--- config.mk ---
export PLATFORM = sky130hd
export DESIGN_NAME = gbt_out_fifo
export DESIGN_NICKNAME = d
export VERILOG_FILES = /design/src/sv/gbt_pkg.sv /design/src/sv/gbt_out_fifo.sv
export SDC_FILE = /design/constraint.sdc
export NUM_CORES = 1
export LEC_CHECK = 0
export ABC_CLOCK_PERIOD_IN_PS = 3330
export BUFFER_PORTS_ARGS = -buffer_cell sky130_fd_sc_hd__clkbuf_2
export CAP_MARGIN = 20
export CORE_MARGIN = 10
export CORE_UTILIZATION = 55
export DETAILED_ROUTE_END_ITERATION = 7
export GPL_ROUTABILITY_DRIVEN = 0
export PLACE_DENSITY_LB_ADDON = 0.1
export SYNTH_ARGS = -nofsm -noshare
export SYNTH_HDL_FRONTEND = slang
export SYNTH_SLANG_ARGS = --single-unit
--- constraint.sdc ---
create_clock -name aclk -period 3.33 [get_ports aclk]
set_input_delay 0 -clock aclk [delete_from_list [all_inputs] [get_ports aclk]]
set_output_delay 0 -clock aclk [all_outputs]
set_load 0.02 [all_outputs]
--- src/sv/gbt_pkg.sv ---
// Shared types, constants and code checks for the GB2312/Big5 table transcoder.
// Used by the design modules and the testbench; depends on nothing.
package gbt_pkg;

    localparam int TABLE_DEPTH_DEF  = 32768;
    localparam int BIG5_ENTRIES_DEF = 13973;
    localparam int GB_ENTRIES_DEF   = 7614;

    // Beat layout of the input channel.
    localparam int TABLE_INDEX_W = 15;
    localparam int TABLE_WORD_W  = 16;
    localparam int BYTE_W        = 8;
    localparam int S_TDATA_W     = 40;

    // Output queue between the table stage and the master side.
    localparam int OUT_FIFO_DEPTH = 8;
    localparam int OUT_PTR_W      = $clog2(OUT_FIFO_DEPTH);
    localparam int OUT_CNT_W      = OUT_PTR_W + 1;

    localparam logic DIR_GB_TO_BIG5 = 1'b0;
    localparam logic DIR_BIG5_TO_GB = 1'b1;

    localparam logic ACT_LOAD    = 1'b0;
    localparam logic ACT_CONVERT = 1'b1;

    localparam logic [7:0] GB_LEAD_LO    = 8'hA1;
    localparam logic [7:0] GB_LEAD_MID   = 8'hA9;
    localparam logic [7:0] GB_LEAD_HANZI = 8'hB0;
    localparam logic [7:0] GB_LEAD_HI    = 8'hF7;
    localparam logic [7:0] GB_ROW_SKIP   = 8'd9;
    localparam logic [7:0] GB_ROW_LEN    = 8'd94;
    localparam logic [7:0] BIG5_LEAD_HI  = 8'hF9;
    localparam logic [7:0] BIG5_ROW_LEN  = 8'd157;
    localparam logic [7:0] BIG5_LOW_LO   = 8'h40;
    localparam logic [7:0] BIG5_LOW_HI   = 8'h7E;
    localparam logic [7:0] BIG5_HIGH_OFS = 8'd63;
    localparam logic [7:0] TRAIL_LO      = 8'hA1;
    localparam logic [7:0] BYTE_INVALID  = 8'hFF;

    typedef struct packed {
        logic [7:0] data;
        logic       last;
    } out_beat_t;

    typedef struct packed {
        logic [1:0] cnt;
        out_beat_t  first;
        out_beat_t  second;
    } fifo_push_t;

    function automatic logic is_lead(input logic dir, input logic [7:0] c);
        logic res;
        if (dir == DIR_GB_TO_BIG5) begin
            res = (c >= GB_LEAD_LO && c <= GB_LEAD_MID) ||
                  (c >= GB_LEAD_HANZI && c <= GB_LEAD_HI);
        end else begin
            res = (c >= GB_LEAD_LO && c <= BIG5_LEAD_HI);
        end
        return res;
    endfunction

endpackage

--- src/sv/gbt_out_fifo.sv ---
// Output queue of text bytes: takes up to two beats a cycle, gives one while m_tready is high.
// Depends on gbt_pkg for the beat and push types.
module gbt_out_fifo (
    input  logic                           aclk,
    input  logic                           aresetn,
    input  gbt_pkg::fifo_push_t            push,
    output logic                           m_tvalid,
    input  logic                           m_tready,
    output logic [7:0]                     m_tdata,
    output logic                           m_tlast,
    output logic [gbt_pkg::OUT_CNT_W-1:0]  count
);
    import gbt_pkg::*;

    out_beat_t              fifo_mem [OUT_FIFO_DEPTH];
    logic [OUT_PTR_W-1:0]   head_reg, head_next;
    logic [OUT_PTR_W-1:0]   tail_reg, tail_next;
    logic [OUT_PTR_W-1:0]   tail_p1;
    logic [OUT_CNT_W-1:0]   count_reg, count_next;
    logic                   pop;

    assign m_tvalid = (count_reg != '0);
    assign m_tdata  = fifo_mem[head_reg].data;
    assign m_tlast  = fifo_mem[head_reg].last;
    assign count    = count_reg;
    assign pop      = m_tvalid && m_tready;
    assign tail_p1  = tail_reg + OUT_PTR_W'(1);

    always_comb begin
        head_next  = pop ? head_reg + OUT_PTR_W'(1) : head_reg;
        tail_next  = tail_reg + OUT_PTR_W'(push.cnt);
        count_next = count_reg + OUT_CNT_W'(push.cnt) - OUT_CNT_W'(pop);
    end

    always_ff @(posedge aclk) begin
        if (!aresetn) begin
            head_reg  <= '0;
            tail_reg  <= '0;
            count_reg <= '0;
        end else begin
            head_reg  <= head_next;
            tail_reg  <= tail_next;
            count_reg <= count_next;
        end
    end

    always_ff @(posedge aclk) begin
        if (push.cnt != 2'd0) begin
            fifo_mem[tail_reg] <= push.first;
        end
        if (push.cnt == 2'd2) begin
            fifo_mem[tail_p1] <= push.second;
        end
    end

endmodule

; ---- Word level (Yosys, flattened, before mapping)
; Memory sizes are Yosys's and may differ from the RTL's. A register that Yosys moved wholly into a read port is not among the register bits.
; Index checks and enable logic that the tools add are counted.
; Widths: inputs -> output; s select.
[op_classes]
addsub = 5
n_mux = 6
eq_ne = 1
n_reduce_logical = 3
[op_table]
columns = op, n
row1 = $add 3x1->3 const B, 2
row2 = $mux 3, 2
row3 = $add 4x2->4, 1
row4 = $mux 1, 4
row5 = $reduce_bool 4->1, 1
row6 = $sub 4x1->4, 1
row7 = $add 3x2->3, 1
row8 = $eq 2x2->1 const B, 1
row9 = $reduce_bool 2->1, 1
row10 = $logic_and 1x1->1, 1
[totals]
regBits = 10
ramBits = 72
out_inout_bits = 14
wordCells = 19
n_memories = 1
inputBits = 23
[memory_table]
columns = memory, words, word_bits, rd, rd_ports_with_merged_regs, write_ports, line_no
row1 = fifo_mem, 8, 9, 1, 1, 2, gbt_out_fifo.sv:15  ; out_beat_t fifo_mem [OUT_FIFO_DEPTH];

; ---- Longest topological paths before layout
; Gate-level depths: netlist (run 1).
[logic_depth]
depth_word = 4
depth_mapped = 10
depth_no_buf = 10

; ---- Worst setup path after synthesis (run 1)
; Ideal clock, no wire load.
[synth_timing]
path_type = reg-to-reg
start = register count_reg[2] (netlist: count[2])
end = register count_reg[3] (netlist: count[3])
setup_slack_ps = 1036
setup_ps = 72
path_stages_with_launch = 10
synth_period_minus_slack_ps = 2294
required_time_ps = 3258
t_arrival_ps = 2222
cell_sequence = dfxtp_1 -> inv_1 -> ha_1 -> or3b_2 -> nand2_1 -> or2_2 -> ha_1 -> a21o_1 -> a21oi_1 -> mux2i_1
[synth_via]
elab_chain_cells = 3
[synth_rtl]
columns = item, line_no
row1 = start: declaration, gbt_out_fifo.sv:19  ; logic [OUT_CNT_W-1:0] count_reg, count_next;
row2 = start signal: assignment, gbt_out_fifo.sv:43  ; count_reg <= count_next;
row3 = $reduce_bool 4->1, gbt_out_fifo.sv:22  ; assign m_tvalid = (count_reg != '0);
row4 = net m_tvalid, gbt_out_fifo.sv:7  ; output logic m_tvalid,
row5 = $logic_and 1x1->1, gbt_out_fifo.sv:26  ; assign pop = m_tvalid && m_tready;
row6 = $sub 4x1->4, gbt_out_fifo.sv:32  ; count_next = count_reg + OUT_CNT_W'(push.cnt) - OUT_CNT_W'(pop);
; The timed path passes the listed nets, and every way through them passes these cells.
; A chain may end at the register's enable or synchronous reset.

==> flow_summary.json, run 1 <==
{
  "n_fill_cell": 605,
  "synth-seq-cells": 85,
  "tightest_slew_ns": 0.965,
  "critPathMaxFanout": 10,
  "cp.arrival_ns": 2.46,
  "cts_max_level": 3,
  "clockBufferDepth": 2,
  "p_int_uw": 1920,
  "p_sw_uw": 833,
  "slew_headroom_pct": 35.6,
  "drt_pass1_iterations": 4,
  "cts_resized": 0,
  "grt_max_degree": 19,
  "fin_worst_skew_ns": 0.0106,
  "initial_core_util_pct": 56.7,
  "wl_um": 9480,
  "grt_overflow": 0,
  "grt_use_total_pct": 17.0,
  "insertion_delay_ns": 0.35,
  "synth_area_per_cell_um2": 16.4,
  "clock-sinks": 85,
  "p_comb_share_pct": 28.4,
  "final_cell_mix": "mux2_2, edfxtp_1, clkbuf_2",
  "placed_area_um2": 4750,
  "setup_viol": 0,
  "p_leak_uw": 0.00175,
  "crit_chain": "ha_1, xor2_4, nand3_2, o21ai_0, buf_4",
  "post-route-period-util_pct": 72.4,
  "area_growth_syn_to_layout_pct": 11.5,
  "path_class": "reg -> reg",
  "syn_area_um2": 4400,
  "start_kind": "flip-flop",
  "ys_async_sr_fraction_pct": 0,
  "vias": 2466,
  "coreArea_um2": 7770,
  "top_level_ports": 37,
  "finalNetCount": 352,
  "slowest_stage": "dfxtp_1",
  "ir_drop_uv": 388,
  "multi_input_area_um2": 1900,
  "numCtsBuffers": 9,
  "power_frac_seq_pct": 49.1,
  "clkPwrFrac_pct": 22.6,
  "antenna_found_initial": 0,
  "slew_viol_final": 0,
  "port_buffers": 36,
  "cts.reportedPaths.clkPinSlew_ns": 0.08,
  "rsz0062_at_grt": "no",
  "hold_buffers": 0,
  "synth.yosys.warnings": 0,
  "fp.dieH_um": 109,
  "drt_iter0_drc": 139,
  "hold_path_class": "in -> reg",
  "synth_fp_nets": 301,
  "cts-root-buf": "clkbuf_8",
  "p_per_area_nw_per_um2": 562,
  "ant_nets": 0,
  "drc": 0,
  "vias_per_cell": 5.79,
  "synth_cells": 268,
  "timing.final.hold_violations": 0,
  "required_ns": 3.38,
  "grt_pass1_vias": 2758,
  "finalSetupTns_ns": 0,
  "holdWs_ns": 0.0438,
  "maxCapViolations": 0,
  "min_period_ns": 2.41,
  "post-cts-setup-buffer-count": 0,
  "final_area_um2": 4910,
  "drive_gt1_share_pct": 53.1,
  "fin_util_pct": 63.2,
  "end_kind": "flip-flop",
  "ys.flop_type": "edfxtp_1",
  "rows": 32,
  "dieWidth_um": 109,
  "die-area_um2": 12000,
  "fmax_ghz": 0.415,
  "cts_tree": "done",
  "ys_seq_area_share_pct": 55.0,
  "sw_frac_of_total_pct": 30.2,
  "status": "completed",
  "diodes": 0,
  "synth_edf_count": 72,
  "yosys.cell_types.count": 38,
  "grt_pass1_wl_um": 15100,
  "slowest_delay_ns": 0.46,
  "routedWlPerCell_um": 22.3,
  "final_common_cell": "mux2_2",
  "largest_reg_flops": 72,
  "post-dp-hpwl_um": 6440,
  "seqCellArea_um2": 2420
}
logic make-up (layout without fill, tap and decap cells):
family | after synthesis | count (layout) | share of synthesized area [%]
AND/OR/NAND/NOR | 34 | 34 | 5.17
AO/OA/AOI/OAI | 12 | 12 | 1.65
XOR/XNOR | 4 | 4 | 1.39
buffers and inverters | 16 | 72 | 1.82
adder cells (fa/ha/maj) | 10 | 10 | 3.18
multiplexers | 107 | 107 | 31.8
flip-flops | 85 | 85 | 55.0
worst max-delay path, delay by kind of cell (launching register included):
family          cells  cell delay, ns
xor+xnor            1            0.27
flops               1            0.46
fa+ha+maj           1            0.34
simple gates        1            0.33
compound gates      1            0.40
buf+inv             1            0.30
power groups by stage:
stage / combinational (µW) / clock (µW) / sequential, µW
floorplan: 572 / 0 / 1360
global placement: 778 / 0 / 1370
detailed placement: 792 / 0 / 1380
CTS: 795 / 633 / 1360
global route: 870 / 676 / 1370
finish: 782 / 622 / 1350
final timing paths:
kind,from,endpoint,slack [ns],cells past startpoint
max,tail_reg[0],fifo_mem[7][6],0.92,5
min,m_tready,flip-flop,0.04,3
max reg2reg,tail_reg[0],fifo_mem[7][6],0.92,5
min reg2reg,head_reg[2],flip-flop,0.50,2
Yosys cell counts, drive strengths merged, types with 3 or more instances:
master   n  area (µm²)
nand2b   4        25.0
xnor2    3        33.8
o21ai    5        25.0
nand2   12        55.1
mux4    18         405
mux2    81         912
inv      9        33.8
buf      5        38.8
nand3    3        25.0
and2     4        25.0
ha       8         100
mux2i    8        80.1
dfxtp   13         260
edfxtp  72        2160
nor2     3        26.3
area by class of cell:
type	count	share of cell area, %
flip-flops and latches	85	49.4
multi-input cells	167	38.8
repair buffers	47	5.36
clock buffers	13	2.83
well taps	102	2.60
inverters	9	0.689
clock inverters	3	0.332
layer usage:
metal  vias to the layer above  share of wire, %  track usage [%]
met3                        10               6.9             4.80
met5                         -                 0                0
met1                      1232                43             22.9
met4                         0               1.3             4.28
li1                       1154                 -                -
met2                        70                49             26.7
stage by stage:
step	power (µW)	std cells	setup slack (ns)
after global placement	2150	409	0.875
after CTS	2780	426	0.879
after global routing	2910	426	0.766
after floorplan	1930	268	1.04
final	2760	426	0.920
after detailed placement	2170	410	0.890
(Power assumes the default switching activity.)
==> inputs of run 2 (changes only) <==
Settings changed: ABC_CLOCK_PERIOD_IN_PS 3330 to 2390.
Clock period 3.33 ns to 2.39 ns, I/O delays scaled along.
==> flow_summary.json, run 2 (synthesis gave the netlist of run 1 again) <==
{
  "insertion_delay_ns": 0.35,
  "initial_core_util_pct": 56.7,
  "finalSetupTns_ns": 0,
  "worstSetupStartpoint": "tail_reg[0]",
  "drc": 0,
  "clockBufferDepth": 2,
  "fp.dieH_um": 109,
  "finalNonFillerCells": 433,
  "cts.reportedPaths.clkPinSlew_ns": 0.08,
  "required_ns": 2.44,
  "status": "completed",
  "critPathMaxFanout": 10,
  "coreArea_um2": 7770,
  "slowest_delay_ns": 0.48,
  "multi_input_area_um2": 1900,
  "antenna_found_initial": 0,
  "reg2reg_setup_slack_ns": 0.13,
  "p_total_uw": 3850,
  "hold_depth": 3,
  "cp.depth": 5,
  "rsz0062_at_grt": "no",
  "drt_pass1_iterations": 4,
  "path_class": "reg -> reg",
  "top_level_ports": 37,
  "grt_pass1_vias": 2765,
  "largest_reg_flops": 72,
  "setup_viol": 0,
  "post-cts-setup-buffer-count": 0,
  "dp.cells": 416,
  "slew_viol_final": 0,
  "setup_slack_ns": 0.127,
  "pre_cts_slack_ns": 0.144,
  "grt_overflow": 0,
  "r2r-start": "tail_reg[0]",
  "grt_use_total_pct": 17.1,
  "ir_drop_uv": 641,
  "cts_max_level": 3,
  "ant_nets": 0,
  "min_period_ns": 2.26,
  "grt_max_degree": 19,
  "hold_buffers": 1,
  "fin_util_pct": 64.0,
  "drive_gt1_share_pct": 54.1,
  "crit_family": "simple AND/OR/NAND/NOR gates",
  "tightest_slew_ns": 0.596,
  "rows": 32,
  "crit_chain": "ha_1, and4bb_2, nand2_2, o21ai_0, buf_4",
  "slowest_stage": "dfxtp_1",
  "numCtsBuffers": 9,
  "p_per_area_nw_per_um2": 776,
  "cts_resized": 0,
  "post-route-period-util_pct": 94.7,
  "seqCellArea_um2": 2420,
  "drt_iter0_drc": 114,
  "min_from": "aresetn",
  "dieWidth_um": 109,
  "fmax_ghz": 0.442,
  "p_leak_uw": 0.00178,
  "fin_worst_skew_ns": 0.00756,
  "grt_pass1_wl_um": 15100,
  "maxCapViolations": 0,
  "cp.arrival_ns": 2.32,
  "routedWlPerCell_um": 21.7,
  "post-dp-hpwl_um": 6390,
  "hold_path_class": "in -> reg",
  "port_buffers": 36,
  "cts_tree": "done",
  "final_common_cell": "mux2_2",
  "n_fill_cell": 613,
  "slew_headroom_pct": 60.2,
  "timing.final.hold_violations": 0,
  "crit_buf_inv": 1,
  "vias_per_cell": 5.77,
  "area_growth_syn_to_layout_pct": 12.9,
  "vias": 2497,
  "end_kind": "flip-flop",
  "reg2regPathDepth": 5,
  "diodes": 0,
  "cts-root-buf": "clkbuf_8",
  "finalNetCount": 360,
  "final_cell_mix": "mux2_2, edfxtp_1, clkbuf_2",
  "start_kind": "flip-flop",
  "wl_um": 9380,
  "die-area_um2": 12000,
  "clock-sinks": 85
}
run 2: path summary, 6_finish.rpt:
check	to
max	fifo_mem[4][5]
min	count[3]
max reg2reg	fifo_mem[4][5]
min reg2reg	head_reg[2]
run 2: worst register-to-register path, delay by kind of cell, from the launching register on:
family | cells | cell delay, ns
AO/OA/AOI/OAI | 1 | 0.25
flip-flops | 1 | 0.48
buffers and inverters | 1 | 0.27
adder cells (fa/ha/maj) | 1 | 0.36
AND/OR/NAND/NOR | 2 | 0.61
run 2: where the power goes:
part | total [µW] | switching, µW | leakage [µW] | internal (µW)
Clock | 860 | 501 | 0.0000736 | 359
Sequential | 1880 | 96.3 | 0.000768 | 1790
Combinational | 1110 | 577 | 0.000942 | 534
Total | 3850 | 1170 | 0.00178 | 2680
run 2: routing by layer:
metal / track usage [%] / part of all wire [%] / vias to the layer above
met5: 0 / 0 / -
met4: 5.58 / 0.95 / 0
met3: 4.56 / 6.5 / 10
met2: 28.9 / 51 / 65
met1: 20.8 / 41 / 1245
li1: - / - / 1177
run 2: layout make-up:
| cell class | instances | share of cell area [%] |
|---|---|---|
| repair buffers | 55 | 6.57 |
| clock buffers | 9 | 2.49 |
| inverters | 9 | 0.680 |
| well taps | 102 | 2.57 |
| flip-flops and latches | 85 | 48.7 |
| multi-input cells | 167 | 38.3 |
| clock inverters | 6 | 0.629 |
run 2: metrics by stage:
| step | hold slack (ns) | area (µm²) |
|---|---|---|
| global placement | 0.358 | 4790 |
| global route | 0.0545 | 4970 |
| detailed placement | 0.368 | 4800 |
| finish | 0.0442 | 4970 |
| floorplan | 0.155 | 4400 |
| CTS | 0.0357 | 4960 |
==> inputs of run 3 (changes only) <==
Settings changed: CTS_BUF_LIST from default to sky130_fd_sc_hd__clkbuf_16, PLACE_DENSITY_LB_ADDON 0.1 to 0.08.
==> flow_summary.json, run 3 (synthesis gave the netlist of run 1 again) <==
{
  "status": "completed",
  "ir_drop_uv": 729,
  "placed_area_um2": 4810,
  "routedWlPerCell_um": 22.0,
  "grt_max_degree": 19,
  "required_ns": 2.44,
  "coreArea_um2": 7770,
  "grt_overflow": 0,
  "p_leak_uw": 0.00185,
  "p_total_uw": 4330,
  "post-cts-setup-buffer-count": 0,
  "clock-sinks": 85,
  "final_common_cell": "mux2_2",
  "min_period_ns": 2.25,
  "clkPwrFrac_pct": 30.8,
  "drt_iter0_drc": 97,
  "final_area_um2": 5090,
  "crit_chain": "ha_1, nor4b_2, nand2_2, o21ai_0, buf_4",
  "sw_frac_of_total_pct": 28.2,
  "finalNetCount": 361,
  "vias": 2511,
  "n_fill_cell": 591,
  "antenna_found_initial": 0,
  "cts_max_level": 3,
  "setup_viol": 0,
  "start_kind": "flip-flop",
  "finalNonFillerCells": 434,
  "path_class": "reg -> reg",
  "fin_worst_skew_ns": 0.00494,
  "die-area_um2": 12000,
  "cts_tree": "done",
  "crit_buf_inv": 1,
  "drive_gt1_share_pct": 54.2,
  "power_frac_seq_pct": 43.5,
  "top_level_ports": 37,
  "crit_family": "simple AND/OR/NAND/NOR gates",
  "p_int_uw": 3110,
  "diodes": 0,
  "drt_pass1_iterations": 4,
  "hold_path_class": "in -> reg",
  "fmax_ghz": 0.444,
  "slew_viol_final": 0,
  "ant_nets": 0,
  "cp.arrival_ns": 2.30,
  "slowest_stage": "dfxtp_1",
  "p_sw_uw": 1220,
  "p_comb_share_pct": 25.6,
  "setup_slack_ns": 0.139,
  "cts-root-buf": "clkbuf_16",
  "grt_pass1_vias": 2677,
  "dp.cells": 419,
  "cts.reportedPaths.clkPinSlew_ns": 0.06,
  "slew_headroom_pct": 28.2,
  "pre_cts_slack_ns": 0.155,
  "grt_use_total_pct": 17.0,
  "wl_um": 9550,
  "rsz0062_at_grt": "no",
  "insertion_delay_ns": 0.33,
  "p_per_area_nw_per_um2": 851,
  "grt_pass1_wl_um": 15200,
  "fp.dieH_um": 109,
  "dieWidth_um": 109,
  "largest_reg_flops": 72,
  "final_cell_mix": "mux2_2, edfxtp_1, clkbuf_2",
  "cts_resized": 0,
  "clockBufferDepth": 2,
  "initial_core_util_pct": 56.7,
  "finalSetupTns_ns": 0,
  "area_growth_syn_to_layout_pct": 15.7,
  "rows": 32,
  "post-dp-hpwl_um": 6490,
  "timing.final.hold_violations": 0,
  "critPathMaxFanout": 10,
  "maxCapViolations": 0,
  "end_kind": "flip-flop",
  "hold_buffers": 0,
  "slowest_delay_ns": 0.47,
  "drc": 0,
  "numCtsBuffers": 9,
  "vias_per_cell": 5.79,
  "tightest_slew_ns": 1.07,
  "port_buffers": 36,
  "post-route-period-util_pct": 94.2
}
-- run 3: worst min-delay path, cell delays in order --
cell and delay [ns]:
clkbuf_2 0.10, nand3_1 0.11, mux2i_1 0.08
-- run 3: per-layer routing --
metal | up-vias | global-route usage [%] | part of all wire, %
met5 | - | 0 | 0
met4 | 0 | 6.41 | 1.6
met3 | 11 | 2.98 | 4.7
met2 | 60 | 27.1 | 49
met1 | 1253 | 22.8 | 45
li1 | 1187 | - | -
-- run 3: power by group through the flow --
stage	combinational, µW	clock, µW	sequential, µW
3_3_place_gp	1110	0	1910
6_report	1110	1340	1890
2_1_floorplan	797	0	1890
3_5_place_dp	1130	0	1920
4_1_cts	1130	1360	1890
5_1_grt	1230	1410	1910
-- run 3: layout make-up --
cell class,count,area [µm²],area share [%]
clock inverter,6,55.1,1.08
multi-input combinational,167,1900,37.3
sequential,85,2420,47.6
inverter,9,33.8,0.663
clock buffer,9,225,4.42
timing repair buffer,56,330,6.48
tap,102,128,2.51
-- run 3: final timing paths --
path	from	to	depth (start not counted)	slack, ns
worst max-delay path	tail_reg[0]	fifo_mem[5][0]	5	0.14
worst min-delay path	m_tready	flip-flop	3	0.006
worst max register to register	tail_reg[0]	fifo_mem[5][0]	5	0.14
worst min register to register	head_reg[2]	flip-flop	2	0.49
-- run 3: through the flow --
stage                     hold slack, ns  utilization [%]
after floorplan                    0.155                -
after global placement             0.355             62.0
after detailed placement           0.363             62.0
after CTS                        0.00708             65.6
after global routing              0.0513             65.6
final                            0.00628             65.6
