`config.mk`:
```
export PLATFORM = sky130hd
export DESIGN_NAME = gbt_pair_decode
export DESIGN_NICKNAME = d
export VERILOG_FILES = /design/src/sv/gbt_pkg.sv /design/src/sv/gbt_pair_decode.sv
export SDC_FILE = /design/constraint.sdc
export NUM_CORES = 1
export LEC_CHECK = 0
export BUFFER_PORTS_ARGS = -buffer_cell sky130_fd_sc_hd__buf_2
export CAP_MARGIN = 40
export CORE_MARGIN = 2
export CORE_UTILIZATION = 55
export DETAILED_ROUTE_END_ITERATION = 8
export PLACE_DENSITY_LB_ADDON = 0.3
export SYNTH_ARGS = -nofsm -noshare
export SYNTH_HDL_FRONTEND = slang
export SYNTH_SLANG_ARGS = --single-unit
```
`constraint.sdc`:
```
create_clock -name vclk -period 9.85
set_input_delay 1.4775 -clock vclk [all_inputs]
set_output_delay 1.4775 -clock vclk [all_outputs]
set_load 0.05 [all_outputs]
```
`src/sv/gbt_pkg.sv`:
```
// Shared types, constants and code checks for the GB2312/Big5 table transcoder.
// Used by the design modules and the testbench; depends on nothing.
package gbt_pkg;

    localparam int TABLE_DEPTH_DEF  = 32768;
    localparam int BIG5_ENTRIES_DEF = 13973;
    localparam int GB_ENTRIES_DEF   = 7614;

    // Beat layout of the input channel.
    localparam int TABLE_INDEX_W = 15;
    localparam int TABLE_WORD_W  = 16;
    localparam int BYTE_W        = 8;
    localparam int S_TDATA_W     = 40;

    // Output queue between the table stage and the master side.
    localparam int OUT_FIFO_DEPTH = 8;
    localparam int OUT_PTR_W      = $clog2(OUT_FIFO_DEPTH);
    localparam int OUT_CNT_W      = OUT_PTR_W + 1;

    localparam logic DIR_GB_TO_BIG5 = 1'b0;
    localparam logic DIR_BIG5_TO_GB = 1'b1;

    localparam logic ACT_LOAD    = 1'b0;
    localparam logic ACT_CONVERT = 1'b1;

    localparam logic [7:0] GB_LEAD_LO    = 8'hA1;
    localparam logic [7:0] GB_LEAD_MID   = 8'hA9;
    localparam logic [7:0] GB_LEAD_HANZI = 8'hB0;
    localparam logic [7:0] GB_LEAD_HI    = 8'hF7;
    localparam logic [7:0] GB_ROW_SKIP   = 8'd9;
    localparam logic [7:0] GB_ROW_LEN    = 8'd94;
    localparam logic [7:0] BIG5_LEAD_HI  = 8'hF9;
    localparam logic [7:0] BIG5_ROW_LEN  = 8'd157;
    localparam logic [7:0] BIG5_LOW_LO   = 8'h40;
    localparam logic [7:0] BIG5_LOW_HI   = 8'h7E;
    localparam logic [7:0] BIG5_HIGH_OFS = 8'd63;
    localparam logic [7:0] TRAIL_LO      = 8'hA1;
    localparam logic [7:0] BYTE_INVALID  = 8'hFF;

    typedef struct packed {
        logic [7:0] data;
        logic       last;
    } out_beat_t;

    typedef struct packed {
        logic [1:0] cnt;
        out_beat_t  first;
        out_beat_t  second;
    } fifo_push_t;

    function automatic logic is_lead(input logic dir, input logic [7:0] c);
        logic res;
        if (dir == DIR_GB_TO_BIG5) begin
            res = (c >= GB_LEAD_LO && c <= GB_LEAD_MID) ||
                  (c >= GB_LEAD_HANZI && c <= GB_LEAD_HI);
        end else begin
            res = (c >= GB_LEAD_LO && c <= BIG5_LEAD_HI);
        end
        return res;
    endfunction

endpackage

```
`src/sv/gbt_pair_decode.sv`:
```
// Checks a lead/trail pair and computes its slot in the conversion table.
// Depends on gbt_pkg for the code ranges and the lead check.
module gbt_pair_decode #(
    parameter int TABLE_DEPTH  = gbt_pkg::TABLE_DEPTH_DEF,
    parameter int BIG5_ENTRIES = gbt_pkg::BIG5_ENTRIES_DEF,
    parameter int GB_ENTRIES   = gbt_pkg::GB_ENTRIES_DEF,
    parameter int ADDR_W       = $clog2(TABLE_DEPTH)
) (
    input  logic              direction,
    input  logic [7:0]        c1,
    input  logic [7:0]        c2,
    output logic              pair_ok,
    output logic [ADDR_W-1:0] slot
);
    import gbt_pkg::*;

    logic [7:0]  row;
    logic [7:0]  col;
    logic [7:0]  row_len;
    logic        trail_ok;
    logic [16:0] loc;
    logic [16:0] base;
    logic [16:0] limit;
    logic [16:0] sum;

    always_comb begin
        trail_ok = 1'b0;
        row      = 8'd0;
        col      = 8'd0;
        if (direction == DIR_GB_TO_BIG5) begin
            trail_ok = (c2 >= TRAIL_LO) && (c2 != BYTE_INVALID);
            row      = (c1 <= GB_LEAD_MID) ? (c1 - GB_LEAD_LO)
                                           : (c1 - GB_LEAD_HANZI + GB_ROW_SKIP);
            col      = c2 - TRAIL_LO;
            row_len  = GB_ROW_LEN;
            base     = 17'(BIG5_ENTRIES);
            limit    = 17'(GB_ENTRIES);
        end else begin
            row     = c1 - GB_LEAD_LO;
            row_len = BIG5_ROW_LEN;
            base    = 17'd0;
            limit   = 17'(BIG5_ENTRIES);
            if (c2 >= BIG5_LOW_LO && c2 <= BIG5_LOW_HI) begin
                trail_ok = 1'b1;
                col      = c2 - BIG5_LOW_LO;
            end else if (c2 >= TRAIL_LO && c2 != BYTE_INVALID) begin
                trail_ok = 1'b1;
                col      = c2 - TRAIL_LO + BIG5_HIGH_OFS;
            end
        end
        // One small constant multiply; the row length depends on direction.
        loc     = 17'(row) * 17'(row_len) + 17'(col);
        sum     = base + loc;
        pair_ok = is_lead(direction, c1) && trail_ok && (loc < limit) &&
                  (sum < 17'(TABLE_DEPTH));
        slot    = ADDR_W'(sum);
    end

endmodule

```
# --- After elaboration in Yosys (flattened, before gate mapping) ---
# Index checks and enable logic that the tools add are counted.
totals:
  ff_bits: 0
  in_bits: 17
  out_inout_bits: 16
  wordCells: 41
op_classes:
  n_addsub: 8
  mul: 1
  n_lt_le_gt_ge: 10
  eq_ne: 1
  mux: 12
  n_reduce_logical: 9
ops:
  columns: ["op", "count"]
  rows:
  - ["$mux 8", 6]
  - ["$mux 14", 2]
  - ["$ge 8x8->1 const B", 3]
  - ["$le 8x8->1 const B", 3]
  - ["$sub 8x8->8 const B", 3]
  - ["$add 16x8->17", 1]
  - ["$add 17x17->17", 1]
  - ["$lt 17x16->1 const B", 1]
  - ["$lt 17x17->1", 1]
  - ["$mul 8x8->16", 1]
  - ["$add 8x4->8 const B", 1]
  - ["$add 8x6->8 const B", 1]
  - ["$ge 8x7->1 const B", 1]
  - ["$le 8x7->1 const B", 1]
  - ["$logic_and 1x1->1", 8]
  - ["$ne 8x8->1 const B", 1]
  - ["$sub 8x7->8 const B", 1]
  - ["$mux 1", 4]
  - ["$logic_or 1x1->1", 1]

# --- Longest topological paths before layout ---
# Gate-level depths: netlist of run 1.
depth:
  word_depth: 9
  ltp_mapped: 34
  depth_no_buf: 33

# --- Least setup slack after synthesis of run 1 ---
# Ideal clock, no wire load.
synth_timing:
  path_kind: "input port to output port"
  startpoint: "input port c2[1]"
  endpoint: "output port pair_ok"
  arrival_time_ns: 7.969
  path_slack_ns: 0.404
  cell_stages: 30
  path_buffers: 1
  cell_sequence: "inv_1 > ha_1 > or4b_4 > o211a_1 > o21ai_2 > or2_1 > buf_6 > o32ai_1 > a22o_1 > ha_1 > fa_1 > inv_1 > fa_1 > fa_1 > inv_1 > ha_1 > a21o_1 > nand2_1 > a31oi_1 > nand3_1 > nand2_1 > a21oi_1 > xnor2_1 > ha_1 > inv_1 > o2111ai_1 > nor3_1 > o211ai_1 > a221o_1 > nor4_2"
synth_via:
  elab_chain_cells: 9
  elab_cells_between_ends: 22
  cone_classes: "5 x add/sub; 5 x order compare; 1 x eq/ne; 6 x mux; 5 x reduce/logical"
synth_rtl:
  columns: ["element", "line_no", "rtl"]
  rows:
  - ["start: declaration", "gbt_pair_decode.sv:11", "input logic [7:0] c2,"]
  - ["$sub 8x8->8 (tied with other cells)", "gbt_pair_decode.sv:34, gbt_pair_decode.sv:48", null]
  - ["$add 8x6->8 or $logic_and 1x1->1 (tied branches)", "gbt_pair_decode.sv:48, gbt_pair_decode.sv:31, gbt_pair_decode.sv:46", null]
  - ["$mux 8", "gbt_pair_decode.sv:46", "end else if (c2 >= TRAIL_LO && c2 != BYTE_INVALID) begin"]
  - ["$mux 8", "gbt_pair_decode.sv:43", "if (c2 >= BIG5_LOW_LO && c2 <= BIG5_LOW_HI) begin"]
  - ["$mux 8", "gbt_pair_decode.sv:30", "if (direction == DIR_GB_TO_BIG5) begin"]
  - ["$add 16x8->17", "gbt_pair_decode.sv:52", "loc = 17'(row) * 17'(row_len) + 17'(col);"]
  - ["$add 17x17->17 or $lt 17x17->1 (tied branches)", "gbt_pair_decode.sv:53, gbt_pair_decode.sv:54", null]
  - ["$lt 17x16->1 or $logic_and 1x1->1 (tied branches)", "gbt_pair_decode.sv:55, gbt_pair_decode.sv:54", null]
  - ["$logic_and 1x1->1 *", "gbt_pair_decode.sv:54", "pair_ok = is_lead(direction, c1) && trail_ok && (loc < limit) &&"]
  - ["end: declaration", "gbt_pair_decode.sv:12", "output logic pair_ok,"]
# Mark *: on every way between the ends. The rest lies on a longest branch, timed or not.

# --- Final worst setup path of run 1 ---
layout_timing:
  startpoint: "input port c2[0]"
  endpoint: "output port pair_ok"
# The elaborated chain is that of the path after synthesis.

==> metrics.cfg, run 1 <==
[layout]
n_sequential_cell=0
final.fill_count=594
layout.clock_buffers=0
drive_gt1_share_pct=14.1
finalNetCount=603
final_cell_area_mm2=0.00380
syn2layout_area_growth_pct=8.58
postLayoutCoreUtil_pct=60.9
antenna_cells_inserted=0
area.sequential_um2=0

[setup_path]
timing.critical_path.to_type=output port
worst_ep_arrival_time_ps=7970
cp-startpoint=c2[0]
critical_path.max_fanout=8
timing.critical_path.from_type=input pin
crit_path_max_cell_delay_ps=550
critical_path_required_ps=8370
cp_top_family=adder cells
critPathSlowestCell=sky130_fd_sc_hd__fa_1
critical_path_class=input pin to output port
critical_path.n_buffers_inverters=6

[detailed_routing]
detail_route.wirelength_um=8000
drtIter0Drc=207
avgRoutedWirePerCell_um=14.2
remaining_drc_errors=0
drtAntennaViolNets=0
drt_first_pass_iters=5
vias_per_cell=5.71
via_count=3228

[timing]
min_period_ps=9440
fin_ws_ps=406
max-slew-margin-rel_pct=66.7
max_freq_mhz=106
timing.final.hold_violations=0
transition_time_at_the_pin_with_the_least_slew_margin_ps=496
finalSetupViolations=0
slew_viol_final=0
min_period_over_period_pct=95.9

[cts]
cts-hold-fix-buffers=0

[global_routing]
pin_count_of_the_biggest_net_entering_global_routing=38
grt_first_pass_wirelength_um=13900
via_count_of_the_first_global_routing_pass=3157
grt_antenna_before_repair=0
global_route.overflow_total=0
groute.usage.overall_pct=23.0

[hold_path]
worst_hold_startpoint=c1[6]
hold_path_class=input pin to output port

[synth]
netlist.area_leader.share_pct=25.8
number_of_cells_produced_by_synthesis=465
synthesis.area_mm2=0.00350
netlist-cell-type-count=63
post_synthesis_average_cell_area_um2=7.52
synth.largest_area_cell=sky130_fd_sc_hd__ha_1
share_of_the_yosys_chip_area_belonging_to_registers_pct=0
synthesis.yosys.warnings=0
synth_area_leaders=sky130_fd_sc_hd__ha_1, sky130_fd_sc_hd__fa_1, sky130_fd_sc_hd__inv_1

[floorplan]
core_region_area_mm2=0.00624
initial_core_utilization_pct=56.1
die_height_um=83.8
die_ar_mm2=0.00701
ioPinCount=33
dieWidth_um=83.8
placement_rows=29

[placed_design]
pre_cts_slack_ps=198
post-dp-hpwl_um=6580
placed_cell_area_mm2=0.00369
io_buffers=33
place_congestion=0.887

[run_status]
status=finished clean

[run]
timing.max_cap.violations=0

final timing paths:
check                 cells past startpoint       to
worst min-delay path                      5  pair_ok
worst max-delay path                     31  pair_ok
cells in the mapped netlist (4+ instances only):
master and count:
sky130_fd_sc_hd__inv_1 78, sky130_fd_sc_hd__ha_1 72, sky130_fd_sc_hd__nor2_1 34, sky130_fd_sc_hd__a21oi_1 30
sky130_fd_sc_hd__nand2_1 29, sky130_fd_sc_hd__xnor2_1 27, sky130_fd_sc_hd__fa_1 24, sky130_fd_sc_hd__clkbuf_1 15
sky130_fd_sc_hd__nand3_1 13, sky130_fd_sc_hd__o21ai_0 12, sky130_fd_sc_hd__xor2_1 10, sky130_fd_sc_hd__a31oi_1 9
sky130_fd_sc_hd__nor3_1 8, sky130_fd_sc_hd__a21o_1 7, sky130_fd_sc_hd__o21ai_1 6, sky130_fd_sc_hd__a41o_1 5
sky130_fd_sc_hd__mux2i_1 5, sky130_fd_sc_hd__buf_6 4, sky130_fd_sc_hd__nor2b_1 4, sky130_fd_sc_hd__o21bai_1 4
sky130_fd_sc_hd__o22ai_1 4
cell families (layout without fill, tap and decap cells):
logic type	Yosys count	in the layout	share of synthesized area [%]
compound gates	114	114	22.4
simple gates	108	108	14.9
buf+inv	103	124	12.1
fa+ha+maj	96	96	39.5
xor+xnor	37	37	9.26
mux	6	6	1.75
other cells	1	3	0.107
per-stage QoR:
| stage | cells | hold WS (ps) | setup TNS (ps) |
|---|---|---|---|
| after floorplan | 467 | 3330 | 0 |
| after global placement | 561 | 3680 | 0 |
| after detailed placement | 561 | 3700 | 0 |
| after CTS | 561 | 3690 | 0 |
| after global routing | 565 | 3720 | -9.80 |
| final | 565 | 3710 | 0 |
final cells by class:
type / instances / area [um2] / area share (%)
inverters: 81 / 304 / 8.00
repair buffers: 43 / 243 / 6.39
multi-input cells: 364 / 3160 / 83.1
well taps: 77 / 96.3 / 2.54
timing repair:
item	4_1_cts	5_1_grt
gates resized for setup	0	18
setup buffers	0	4
setup endpoints to repair	0	3
per-layer routing:
metal / share of wire [%] / track usage, % / wire [um] / vias up
li1: - / - / - / 1633
met1: 45 / 31.5 / 3630 / 1487
met2: 50 / 41.6 / 3980 / 102
met3: 3.8 / 0.396 / 305 / 6
met4: 0.95 / 2.79 / 76 / 0
met5: 0 / 0 / 0 / -
tightest hold or removal path, cell delays in order:
cell and delay, ps:
sky130_fd_sc_hd__buf_2 170, sky130_fd_sc_hd__o211ai_1 220, sky130_fd_sc_hd__a221o_1 140, sky130_fd_sc_hd__nor4_2 50
sky130_fd_sc_hd__buf_4 180
placed cells by master, fill, tap and decap left out, drive strengths merged, types with 3 or more instances in the layout:
cell | synthesis | final
o22ai | 4 | 4
a21o | 7 | 7
o21ai | 19 | 19
inv | 81 | 81
nand3 | 14 | 14
conb | 1 | 3
a21boi | 3 | 3
nor2 | 34 | 34
buf | 7 | 43
a221oi | 3 | 3
mux2i | 5 | 5
a31o | 4 | 4
and3 | 3 | 3
xnor2 | 27 | 27
ha | 72 | 72
nor3 | 8 | 8
a31oi | 9 | 9
or2 | 3 | 3
xor2 | 10 | 10
o21bai | 5 | 5
nor2b | 4 | 4
a41o | 5 | 5
nand2 | 29 | 29
fa | 24 | 24
a21oi | 31 | 31
nand2b | 3 | 3
o32ai | 3 | 3
Power of run 1 is left out: the tool's default activity adds up to more than one toggle a clock period on the data nets, which glitch-free logic cannot reach.
==> inputs of run 2 (changes only) <==
--- a/config.mk
+++ b/config.mk
@@ -7,7 +7,6 @@
 export LEC_CHECK = 0
 export BUFFER_PORTS_ARGS = -buffer_cell sky130_fd_sc_hd__buf_2
 export CAP_MARGIN = 40
-export CORE_MARGIN = 2
 export CORE_UTILIZATION = 55
 export DETAILED_ROUTE_END_ITERATION = 8
 export PLACE_DENSITY_LB_ADDON = 0.3
==> run 2 against run 1 <==
Net effect:
- via count increased by 1.3%
- non-clock buffer count fell by 2
- flip-flop and latch count did not move
- global-route usage increased by 2.6 points
- worst hold slack better by 15 ps
- design area decreased by 1.6%
- highest routed layer unchanged
==> metrics.cfg, run 2 (synthesis gave the netlist of run 1 again) <==
[run_status]
status=finished clean

[timing]
max_freq_mhz=105
max-slew-margin-rel_pct=66.2
unrepaired_setup_endpoints_after_global_routing=false
min_period_over_period_pct=96.2
slew_viol_final=0
finalSetupViolations=0
timing.final.hold_violations=0
setup_total_negative_slack_ps=0
transition_time_at_the_pin_with_the_least_slew_margin_ps=503
min_period_ps=9480

[hold_path]
hold_path_class=input pin to output port
hold_depth=4
worst_hold_startpoint=c2[0]
hold-path-endpoint=slot[1]

[layout]
multiInputGateArea_mm2=0.00311
syn2layout_area_growth_pct=6.87
antenna_cells_inserted=0
area.sequential_um2=0
n_sequential_cell=0
drive_gt1_share_pct=13.0
finalNetCount=601
layout.cells.most_common_list=sky130_fd_sc_hd__inv_1, sky130_fd_sc_hd__ha_1, sky130_fd_sc_hd__nor2_1
layout.clock_buffers=0
layout_commonest_cell=sky130_fd_sc_hd__inv_1
postLayoutCoreUtil_pct=62.0
final.fill_count=559

[detailed_routing]
detail_route.wirelength_um=8030
drtAntennaViolNets=0
remaining_drc_errors=0
via_count=3271
drt_first_pass_iters=5
vias_per_cell=5.83
avgRoutedWirePerCell_um=14.3
drtIter0Drc=239

[placed_design]
post-dp-hpwl_um=6750
place_congestion=0.894
io_buffers=33

[run]
timing.max_cap.violations=0

[floorplan]
die_ar_mm2=0.00668
placement_rows=28
die_height_um=81.8
ioPinCount=33
initial_core_utilization_pct=58.1
dieWidth_um=81.8
core_region_area_mm2=0.00603

[setup_path]
worst_ep_arrival_time_ps=8000
timing.critical_path.to_type=output port
critical_path_required_ps=8370
timing.critical_path.from_type=input pin
critical_path_class=input pin to output port
critical_path.max_fanout=10

[global_routing]
grt_first_pass_wirelength_um=13600
via_count_of_the_first_global_routing_pass=3079
global_route.overflow_total=0
pin_count_of_the_biggest_net_entering_global_routing=33
grt_antenna_before_repair=0
groute.usage.overall_pct=25.6

run 2: area by class of cell:
class | count | share of cell area (%)
inverter | 81 | 8.13
multi-input combinational | 364 | 83.3
tap | 75 | 2.51
timing repair buffer | 41 | 6.09
run 2: critical path, stage by stage:
cell	delay, ps
sky130_fd_sc_hd__buf_2	160
sky130_fd_sc_hd__inv_2	100
sky130_fd_sc_hd__ha_2	210
sky130_fd_sc_hd__or4b_4	490
sky130_fd_sc_hd__o211a_1	230
sky130_fd_sc_hd__o21ai_2	180
sky130_fd_sc_hd__or2_4	210
sky130_fd_sc_hd__o32ai_1	100
sky130_fd_sc_hd__a22o_1	260
sky130_fd_sc_hd__ha_1	310
sky130_fd_sc_hd__fa_1	510
sky130_fd_sc_hd__inv_1	50
sky130_fd_sc_hd__fa_1	470
sky130_fd_sc_hd__fa_1	550
sky130_fd_sc_hd__inv_1	40
sky130_fd_sc_hd__ha_1	360
sky130_fd_sc_hd__a21o_1	220
sky130_fd_sc_hd__a31oi_1	170
sky130_fd_sc_hd__and2_1	180
sky130_fd_sc_hd__o21ai_0	110
sky130_fd_sc_hd__xor2_1	170
sky130_fd_sc_hd__ha_1	340
sky130_fd_sc_hd__a21o_1	190
sky130_fd_sc_hd__a41o_1	220
sky130_fd_sc_hd__a41o_1	250
sky130_fd_sc_hd__xor2_1	140
sky130_fd_sc_hd__buf_2	280
run 2: metrics by stage:
stage	hold slack, ps	cells	cell area, um2	setup WS, ps
after floorplan	3330	467	3510	404
after global placement	3680	559	3690	363
after detailed placement	3700	559	3690	165
after CTS	3700	559	3690	109
after global routing	3760	561	3740	34.9
final	3720	561	3740	370
run 2: how the worst max path moves through the flow:
| stage | start | to | slack (ps) | cells after the start |
|---|---|---|---|---|
| after global placement | c2[1] | pair_ok | 360 | 31 |
| after CTS | c2[1] | pair_ok | 110 | 31 |
| after floorplan | c2[1] | pair_ok | 400 | 30 |
| final | c2[0] | slot[14] | 370 | 27 |
| after global routing | c1[0] | pair_ok | 30 | 33 |
| after detailed placement | c2[1] | pair_ok | 170 | 31 |
run 2: repair_timing:
| action | 4_1_cts | 5_1_grt |
|---|---|---|
| resized for setup | 0 | 12 |
| hold buffers | 0 | 0 |
| endpoints found under the setup margin | 0 | 3 |
| setup buffers | 0 | 2 |
run 2: routing by layer:
metal	routed length (um)	part of all wire, %	track usage [%]	up-vias
li1	-	-	-	1639
met3	400	5.0	0.889	14
met2	3860	48	45.7	103
met5	0	0	0	-
met4	160	2.0	4.91	0
met1	3610	45	34.2	1515
Power of run 2 is left out for the same reason.
==> inputs of run 3 (changes only) <==
--- a/config.mk
+++ b/config.mk
@@ -10,6 +10,7 @@
 export CORE_UTILIZATION = 55
 export DETAILED_ROUTE_END_ITERATION = 8
 export PLACE_DENSITY_LB_ADDON = 0.3
+export REMOVE_ABC_BUFFERS = 1
 export SYNTH_ARGS = -nofsm -noshare
 export SYNTH_HDL_FRONTEND = slang
 export SYNTH_SLANG_ARGS = --single-unit
==> run 3 against run 2 <==
Net effect:
- count of clock-buffer cells in the layout stayed put
- routed wire length is 3.5% lower
- first-iteration DRC count is 3.3% lower
- global-route usage is 1.7 points lower
- cell count is 0.18% lower
- worst hold slack worse by 85 ps
- sequential share of layout area stayed put
- flip-flop and latch count stayed put
- die area stayed put
==> metrics.cfg, run 3 (synthesis gave the netlist of run 1 again) <==
[layout]
syn2layout_area_growth_pct=7.44
n_sequential_cell=0
layout.clock_buffers=0
area.sequential_um2=0
antenna_cells_inserted=0
final.fill_count=578
drive_gt1_share_pct=13.4
layout.cells.most_common_list=sky130_fd_sc_hd__inv_1, sky130_fd_sc_hd__ha_1, sky130_fd_sc_hd__nor2_1
finalNetCount=600
layout.cells.non_filler=560
postLayoutCoreUtil_pct=62.4
layout_commonest_cell=sky130_fd_sc_hd__inv_1
multiInputGateArea_mm2=0.00314

[placed_design]
post-dp-hpwl_um=6490
io_buffers=33
place_congestion=0.927
dp_cells=557

[global_routing]
grt_first_pass_wirelength_um=12900
global_route.overflow_total=0
pin_count_of_the_biggest_net_entering_global_routing=30
groute.usage.overall_pct=23.9
grt_antenna_before_repair=0
via_count_of_the_first_global_routing_pass=3017

[floorplan]
die_ar_mm2=0.00668
ioPinCount=33
die_height_um=81.8
dieWidth_um=81.8
initial_core_utilization_pct=58.1
placement_rows=28
core_region_area_mm2=0.00603

[setup_path]
crit_path_max_cell_delay_ps=540
critPathSlowestCell=sky130_fd_sc_hd__fa_1
critical_path.max_fanout=10
timing.critical_path.from_type=input pin
critical_path_class=input pin to output port
worst_ep_arrival_time_ps=8010
critical_path_required_ps=8370
timing.critical_path.to_type=output port

[timing]
max-slew-margin-rel_pct=65.0
min_period_ps=9490
max_freq_mhz=105
finalSetupViolations=0
min_period_over_period_pct=96.3
worst_hold_slack_ps=3640
slew_viol_final=0
transition_time_at_the_pin_with_the_least_slew_margin_ps=521
timing.final.hold_violations=0

[detailed_routing]
met1_length_um=3500
drtAntennaViolNets=0
wl_met2_um=3820
detail_route.wirelength_um=7750
drt_first_pass_iters=4
drtIter0Drc=231
remaining_drc_errors=0
via_count=3199
avgRoutedWirePerCell_um=13.8
highest-signal-layer=met4
vias_per_cell=5.71
wl_met3_um=347

[cts]
cts-hold-fix-buffers=0

[run_status]
status=finished clean

[run]
timing.max_cap.violations=0

[hold_path]
hold_path_class=input pin to output port
hold_depth=3

## run 3: cell count changes in the layout (fill, tap and decap cells not counted), sizes merged
cell,delta
clkbuf,+1
buf,-2
## run 3: cell type report
| class | instances | area share, % |
|---|---|---|
| Multi-Input combinational cell | 364 | 83.5 |
| Tap cell | 75 | 2.50 |
| Inverter | 81 | 8.09 |
| Timing Repair Buffer | 40 | 5.93 |
## run 3: repair_timing
action                     CTS  global route
gates resized for setup      0            15
setup endpoints to repair    0             3
setup buffers                0             3
## run 3: per-stage QoR
stage                     setup TNS (ps)  area, um2  worst slack (ps)
after detailed placement               0       3680               188
after floorplan                        0       3390               361
after global placement                 0       3680               320
after global routing               -7.10       3760             -7.10
after CTS                              0       3680               148
final                                  0       3760               363
## run 3: final timing paths
path | endpoint | slack (ps) | start
worst max-delay path | pair_ok | 360 | c1[0]
worst min-delay path | slot[0] | 3640 | direction
## run 3: critical path: cells and delay by family
kind                       cells  cell delay [ps]
and+or+nand+nor                6              920
xor gates and xnor gates       2              230
AOI/OAI and AO/OA             10             1980
adders and majority gates      7             2560
buffers and inverters          7              840
## run 3: metal layers
| metal | up-vias | track usage (%) |
|---|---|---|
| met4 | 0 | 3.33 |
| met3 | 6 | 1.67 |
| met2 | 83 | 43.5 |
| li1 | 1632 | - |
| met1 | 1478 | 31.4 |
| met5 | - | 0 |
Power of run 3 is left out for the same reason.
